`config.mk`:
```
export PLATFORM = sky130hd
export DESIGN_NAME = mwm_front
export DESIGN_NICKNAME = d
export VERILOG_FILES = /design/src/rtl/assert_macros.svh /design/src/rtl/mwm_pkg.sv /design/src/rtl/mwm_front.sv
export SDC_FILE = /design/constraint.sdc
export NUM_CORES = 2
export LEC_CHECK = 0
export CORE_UTILIZATION = 48
export CTS_CLUSTER_SIZE = 8
export DETAILED_ROUTE_END_ITERATION = 10
export DONT_BUFFER_PORTS = 1
export GPL_ROUTABILITY_DRIVEN = 0
export HOLD_SLACK_MARGIN = 0.03
export PLACE_DENSITY = 0.63
export SETUP_SLACK_MARGIN = 0.4
export SYNTH_ARGS = -nofsm -noshare
export SYNTH_HDL_FRONTEND = slang
export SYNTH_SLANG_ARGS = --single-unit
```
`constraint.sdc`:
```
create_clock -name clk -period 30.6 [get_ports clk]
set_input_delay 6.12 -clock clk [delete_from_list [all_inputs] [get_ports clk]]
set_output_delay 6.12 -clock clk [all_outputs]
set_load 0.02 [all_outputs]
```
`src/rtl/assert_macros.svh`:
```
// ----------------------------------------------------------------------------
// assertion helpers shared by the rtl, clocked on clk, off during reset
// ----------------------------------------------------------------------------
`ifndef ASSERT_MACROS_SVH
`define ASSERT_MACROS_SVH

// condition holds at every edge out of reset
`define MWM_ASSERT_ALWAYS(label, cond, msg) \
  label: assert property (@(posedge clk) disable iff (!rst_n) (cond)) else $error(msg);

// consequent holds at every edge where the antecedent holds
`define MWM_ASSERT_IMPLY(label, ante, cons, msg) \
  label: assert property (@(posedge clk) disable iff (!rst_n) (ante) |-> (cons)) \
    else $error(msg);

`endif

```
`src/rtl/mwm_pkg.sv`:
```
// ----------------------------------------------------------------------------
// mwm_pkg
// widths, wheel indices and stage payload types of the mecanum wheel mixer
// ----------------------------------------------------------------------------
`timescale 1ns / 1ps

package mwm_pkg;

  localparam int CMD_W   = 16;  // velocity command field
  localparam int SUM_W   = 18;  // signed sum of three commands
  localparam int MAG_W   = 17;  // magnitude of a wheel sum
  localparam int LIM_W   = 15;  // speed limit register
  localparam int PROD_W  = 32;  // magnitude times limit
  localparam int QUO_W   = 15;  // scaled magnitude, never above the limit
  localparam int OUT_W   = 16;  // wheel result field
  localparam int WHEELS  = 4;

  localparam int FRONT_STAGES = 4;
  localparam int DIV_STEPS    = QUO_W;

  // wheel order, lowest field first
  localparam int WHEEL_FL = 0;
  localparam int WHEEL_FR = 1;
  localparam int WHEEL_RL = 2;
  localparam int WHEEL_RR = 3;

  // one command item, vel_x in the lowest bits
  typedef struct packed {
    logic [CMD_W-1:0] yaw_rate;
    logic [CMD_W-1:0] vel_y;
    logic [CMD_W-1:0] vel_x;
  } mwm_cmd_t;

  // per-item side information that rides along from the peak stage to the output
  typedef struct packed {
    logic [WHEELS-1:0]            neg;
    logic [WHEELS-1:0][MAG_W-1:0] mag;
    logic [MAG_W-1:0]             peak;
    logic                         scale;
    logic                         zero;
  } mwm_info_t;

  typedef struct packed {
    mwm_info_t                     info;
    logic [WHEELS-1:0][PROD_W-1:0] prod;
  } mwm_prod_t;

  // divider stage: partial remainder and a shift word holding the
  // unused dividend bits on top and the quotient bits below
  typedef struct packed {
    mwm_info_t                    info;
    logic [WHEELS-1:0][MAG_W-1:0] rem;
    logic [WHEELS-1:0][QUO_W-1:0] nq;
  } mwm_div_t;

endpackage

```
`src/rtl/mwm_front.sv`:
```
// ----------------------------------------------------------------------------
// mwm_front
// wheel sums, magnitudes, peak search and limit products in four stages
// ----------------------------------------------------------------------------
`timescale 1ns / 1ps

module mwm_front (
  input  logic                             clk,
  input  logic                             rst_n,
  input  logic [mwm_pkg::LIM_W-1:0]        limit,
  input  logic                             up_valid,
  output logic                             up_ready,
  input  mwm_pkg::mwm_cmd_t                up_data,
  output logic                             dn_valid,
  input  logic                             dn_ready,
  output mwm_pkg::mwm_prod_t               dn_data
);
  import mwm_pkg::*;

  typedef struct packed {
    logic [WHEELS-1:0]            neg;
    logic [WHEELS-1:0][MAG_W-1:0] mag;
    logic [MAG_W-1:0]             pk_a;
    logic [MAG_W-1:0]             pk_b;
  } mwm_s1_t;

  logic [FRONT_STAGES-1:0]      v_r;
  logic [FRONT_STAGES-1:0]      rdy;
  logic [FRONT_STAGES-1:0]      src_v;

  logic [WHEELS-1:0][SUM_W-1:0] s0_r, s0_nxt;
  mwm_s1_t                      s1_r, s1_nxt;
  mwm_info_t                    s2_r, s2_nxt;
  mwm_prod_t                    s3_r, s3_nxt;

  // a stage can load unless it and everything after it is full and stalled
  for (genvar k = 0; k < FRONT_STAGES; k++) begin : g_rdy
    localparam logic [FRONT_STAGES-1:0] HI =
      ~((FRONT_STAGES'(1) << k) - FRONT_STAGES'(1));
    assign rdy[k] = dn_ready || ((v_r & HI) != HI);
  end

  assign src_v    = {v_r[FRONT_STAGES-2:0], up_valid};
  assign up_ready = rdy[0];
  assign dn_valid = v_r[FRONT_STAGES-1];
  assign dn_data  = s3_r;

  // stage 0: x-type wheel sums at full width
  always_comb begin
    logic signed [SUM_W-1:0] vx, vy, wz;
    vx = SUM_W'($signed(up_data.vel_x));
    vy = SUM_W'($signed(up_data.vel_y));
    wz = SUM_W'($signed(up_data.yaw_rate));
    s0_nxt[WHEEL_FL] = vy + vx + wz;
    s0_nxt[WHEEL_FR] = vy - vx - wz;
    s0_nxt[WHEEL_RL] = vy - vx + wz;
    s0_nxt[WHEEL_RR] = vy + vx - wz;
  end

  // stage 1: sign, magnitude and pairwise max
  always_comb begin
    logic [SUM_W-1:0] abs_v;
    for (int i = 0; i < WHEELS; i++) begin
      s1_nxt.neg[i] = s0_r[i][SUM_W-1];
      abs_v         = s0_r[i][SUM_W-1] ? (~s0_r[i] + SUM_W'(1)) : s0_r[i];
      s1_nxt.mag[i] = abs_v[MAG_W-1:0];
    end
    s1_nxt.pk_a = (s1_nxt.mag[0] > s1_nxt.mag[1]) ? s1_nxt.mag[0] : s1_nxt.mag[1];
    s1_nxt.pk_b = (s1_nxt.mag[2] > s1_nxt.mag[3]) ? s1_nxt.mag[2] : s1_nxt.mag[3];
  end

  // stage 2: peak and the scale decision
  always_comb begin
    s2_nxt.neg   = s1_r.neg;
    s2_nxt.mag   = s1_r.mag;
    s2_nxt.peak  = (s1_r.pk_a > s1_r.pk_b) ? s1_r.pk_a : s1_r.pk_b;
    s2_nxt.zero  = (limit == '0);
    s2_nxt.scale = !s2_nxt.zero && (s2_nxt.peak > MAG_W'(limit));
  end

  // stage 3: magnitude times limit, the dividend of each wheel
  always_comb begin
    s3_nxt.info = s2_r;
    for (int i = 0; i < WHEELS; i++) begin
      s3_nxt.prod[i] = PROD_W'(s2_r.mag[i]) * PROD_W'(limit);
    end
  end

  always_ff @(posedge clk) begin
    if (!rst_n) begin
      v_r <= '0;
    end else begin
      for (int k = 0; k < FRONT_STAGES; k++) begin
        if (rdy[k]) v_r[k] <= src_v[k];
      end
    end
  end

  always_ff @(posedge clk) begin
    if (rdy[0] && src_v[0]) s0_r <= s0_nxt;
    if (rdy[1] && src_v[1]) s1_r <= s1_nxt;
    if (rdy[2] && src_v[2]) s2_r <= s2_nxt;
    if (rdy[3] && src_v[3]) s3_r <= s3_nxt;
  end

endmodule

```
Word level (Yosys, flattened, before mapping)
Index checks and enable logic that the tools add are counted.
- order comparisons: 4
- equal/unequal tests: 3
- mux-type cells: 7
- $add $sub $neg: 10
- bitwise gates (word level): 5
- multipliers: 4
- reduce and logical (&&, ||, !) cells: 11
- operators by type and width (operator ; count):
    $mul 17x15->32 ; 4
    $mux 17 ; 7
    $add 17x1->17 const B ; 4
    $not 17->17 ; 4
    $gt 17x17->1 ; 3
    $add 17x16->18 ; 2
    $sub 17x16->18 ; 2
    $add 16x16->17 ; 1
    $gt 17x15->1 ; 1
    $sub 16x16->17 ; 1
    $logic_not 15->1 ; 1
    $logic_and 1x1->1 ; 5
    $logic_or 1x1->1 ; 4
    $ne 4x4->1 const B ; 1
    $ne 3x3->1 const B ; 1
    $ne 2x2->1 const B ; 1
    $logic_not 1->1 ; 1
    $not 1->1 ; 1
- logic and storage cells: 79
- flip-flop bits (word level): 492
- input port bits: 67

Depth between registers and ports, before layout
- word-level depth: 5
- depth in mapped cells: 26

Worst setup path before layout
No wires, ideal clock.
- kind: input to register
- start point: in dn_ready
- end point: reg s3_r, in the netlist dn_data[0] (enable)
- data arrival time: 15.653 ns
- stages: 2
- buffers on the path: 0
- library setup time: 0.820 ns
- data required time: 29.780 ns
- path slack: 14.127 ns
- path through: nor2b_1 -> nor2b_1
- cells in the longest elaborated chain, start to end: 2
- ends and longest elaborated chain (what ; RTL line ; text):
    from (decl) ; mwm_front.sv:15 ; input logic dn_ready,
    $logic_or 1x1->1 ; mwm_front.sv:40 ; assign rdy[k] = dn_ready || ((v_r & HI) != HI);
    $logic_and 1x1->1 ; mwm_front.sv:103 ; if (rdy[3] && src_v[3]) s3_r <= s3_nxt;
    to (signal assigned) ; mwm_front.sv:103 ;
    to (decl) ; mwm_front.sv:34 ; mwm_prod_t s3_r, s3_nxt;
No other way between the ends.
A chain may end at the register's enable or synchronous reset.

Worst setup path in the final report
- start point: in dn_ready
- end point: out up_ready
- cells in the longest elaborated chain, start to end: 1
- ends and longest elaborated chain (what ; RTL line ; text):
    $logic_or 1x1->1 ; mwm_front.sv:40 ;
    to (decl) ; mwm_front.sv:12 ; output logic up_ready,
No other way between the ends.

==> results.yml <==
die:
  row_count: 124
  die_height_um: 341.4
  placeableCoreArea_sq_um: 114300
  floorplan.die.width_um: 341.4
  io-pin-count: 288
  die-area_sq_um: 116600
  initial_utilization_pct: 48.36
cells_and_area:
  antenna_cells: 0
  layout.core_utilization_pct: 51.37
  mostFrequentLayoutCells: "inv_1 (1,064), fa_1 (778), and2_1 (576)"
  commonest_non_fill_non_tap_cell_in_the_layout: "inv_1"
  area_growth_syn_to_layout_pct: 6.232
  design.final.nets: 6660
  layout-drive-gt1-share_pct: 3.732
  fin_cells: 6790
  final.fill_count: 10310
timing:
  setup_total_neg_slack_ps: 0
  finalCriticalPeriod_ps: 13470
  min_period_over_period_pct: 44.03
  tightestPinTransition_ps: 996.1
  rsz0062_at_grt: "no"
  fmax_mhz: 74.22
  clock_skew_ps: 42.76
  setup_viol: 0
  hold-worst-slack_ps: 380.2
  relSlewSlack_pct: 33.59
  slew_viol_final: 0
  hold_viol_final: 0
synth:
  synth_edf_count: 478
  syn_area_per_cell_sq_um: 10.33
  synthesis.nets: 6753
  postSynthRegisterBits: 482
  ys.flop_type: "edfxtp_1"
  synthesis.instances: 5354
  synth_sequential_area_ratio_pct: 26.10
  synth_area_leaders: "fa_1 (28%), edfxtp_1 (26%), ha_1 (13%), inv_1 (7.2%), and2_1 (6.5%)"
  ys_warn_count: 0
  mappedNetlistArea_sq_um: 55290
  synth_async_sr_flop_share_pct: 0
  synth.distinct_cells: 80
  synth_top_cell_by_area: "fa_1"
  area_share_of_the_largest_cell_type_after_synthesis_pct: 28.17
global_route:
  grt_start_max_net_pins: 72
  antenna_found_initial: 1
  first_global_vias: 38380
  overflow: 0
  first_pass_grt_wire_length_um: 210800
  grt_usage_pct: 23.24
detailed_routing:
  detail_route.iter0.violations: 1851
  detail_route.wl_per_cell_um: 19.32
  routed_vias: 36260
  ant_nets: 0
  detail_route.wirelength_um: 131200
  via_per_inst: 5.341
  drt_pre_antenna_iters: 6
  drcViolationCount: 0
power_and_ir_drop:
  peakVddDrop_uv: 107.6
  cellLeakagePower_nw: 27.38
  power.density_cell_area_nw_per_um2: 92.30
clocking:
  post_cts_buffers: 0
  clkTransAtPathRegs_ps: 50
  clock-sinks: 482
  cts_tree: "built"
  tritoncts_buffers: 73
  cts_root_buffer: "clkbuf_16"
  cts_htree_levels: 3
  number_of_instances_resized_during_post_cts_repair: 0
  cts_max_path_buffers: 3
  clk_latency_worst_skew_pair_ps: 680
  cts_hold_buf: 0
setup_path:
  critPathSlowestCell: "and2_0"
  cp-end-kind: "primary output"
  worstPathMaxFanout: 6
  start_kind: "primary input"
  worst_ep_arrival_time_ps: 7350
  critical_path_buf_inv_count: 0
  timing.critical_path.max_delay_family: "simple AND/OR/NAND/NOR gates"
  timing_worst_setup_path_type: "in2out"
  path_cells: "nor2b_1 > and2_0 > nand3_1"
  cpPeakStageDelay_ps: 550
  required_worst_endpoint_ps: 24480
  r2r_setup_slack_ps: 23620
placed_design:
  dp_hpwl_um: 99200
  io_buffers: 0
  dp.cells: 6698
outcome:
  outcome: "finished clean"
job:
  maxcap_violations: 0
hold_path:
  timing.hold.worst.class: "reg2reg"
## area by class of cell
cell class	instances	area, sq um	share of cell area, %
multi-input cells	3604	36130	61.51
flip-flops and latches	482	14430	24.57
inverters	1064	3994	6.799
well taps	1512	1892	3.221
clock buffers	76	1838	3.129
repair buffers	36	270.3	0.4601
clock inverters	16	181.4	0.3089
## cells by family after synthesis
family,share of synthesized area (%)
muxes,0.8033
xor gates and xnor gates,3.976
adders and majority gates,40.70
and+or+nand+nor,13.23
buffers and inverters,8.642
AOI/OAI and AO/OA,6.544
DFF,26.10
## worst register-to-register path: cells and delay by family (launching register included)
family	cells	cell delay (ps)
xor+xnor	1	70
flops	1	710
buf+inv	6	300
simple gates	1	350
compound gates	8	1990
fa+ha+maj	7	3320
## registers in the layout, summed over array words and instances (netlist names)
name and cells:
dn_data 215, s1_r 104, s2_r 89, s0_r 70, v_r 4
## layer usage
metal | part of all wire (%) | GRT usage (%)
met5 | 0 | 0
met4 | 4.4 | 10.16
met2 | 48 | 39.22
met3 | 6.4 | 4.567
met1 | 41 | 28.94
## final timing paths
kind / cells past startpoint / startpoint / end
max: 3 / dn_ready / up_ready
min: 0 / s1_r[55] / s2_r[40]
max reg2reg: 23 / s2_r[46] / dn_data[63]
min reg2reg: 0 / s1_r[55] / s2_r[40]
## power breakdown
group | internal, mW | leakage [nW] | switching, mW
Combinational | 1.48 | 21.9 | 2.05
Sequential | 1.05 | 4.47 | 0.119
Clock | 0.427 | 0.984 | 0.304
## cell usage after synthesis, drive strengths merged (38+ instances only)
master / n
and2: 577
xnor2: 170
nand2: 523
xor2: 81
a21oi: 167
nand3: 38
o21ai: 101
a21o: 74
inv: 1064
clkbuf: 196
fa: 778
edfxtp: 478
ha: 554
nor2: 118
## through the flow
| stage | total power [mW] | worst slack, ps | cell area [sq um] |
|---|---|---|---|
| 3_3_place_gp | 4.665 | 17130 | 56720 |
| 2_1_floorplan | 3.798 | 14130 | 55290 |
| 5_1_grt | 5.948 | 16980 | 58740 |
| 3_5_place_dp | 4.718 | 17080 | 56720 |
| 6_report | 5.422 | 17130 | 58740 |
| 4_1_cts | 5.491 | 17080 | 58740 |
(Power assumes the default switching activity.)
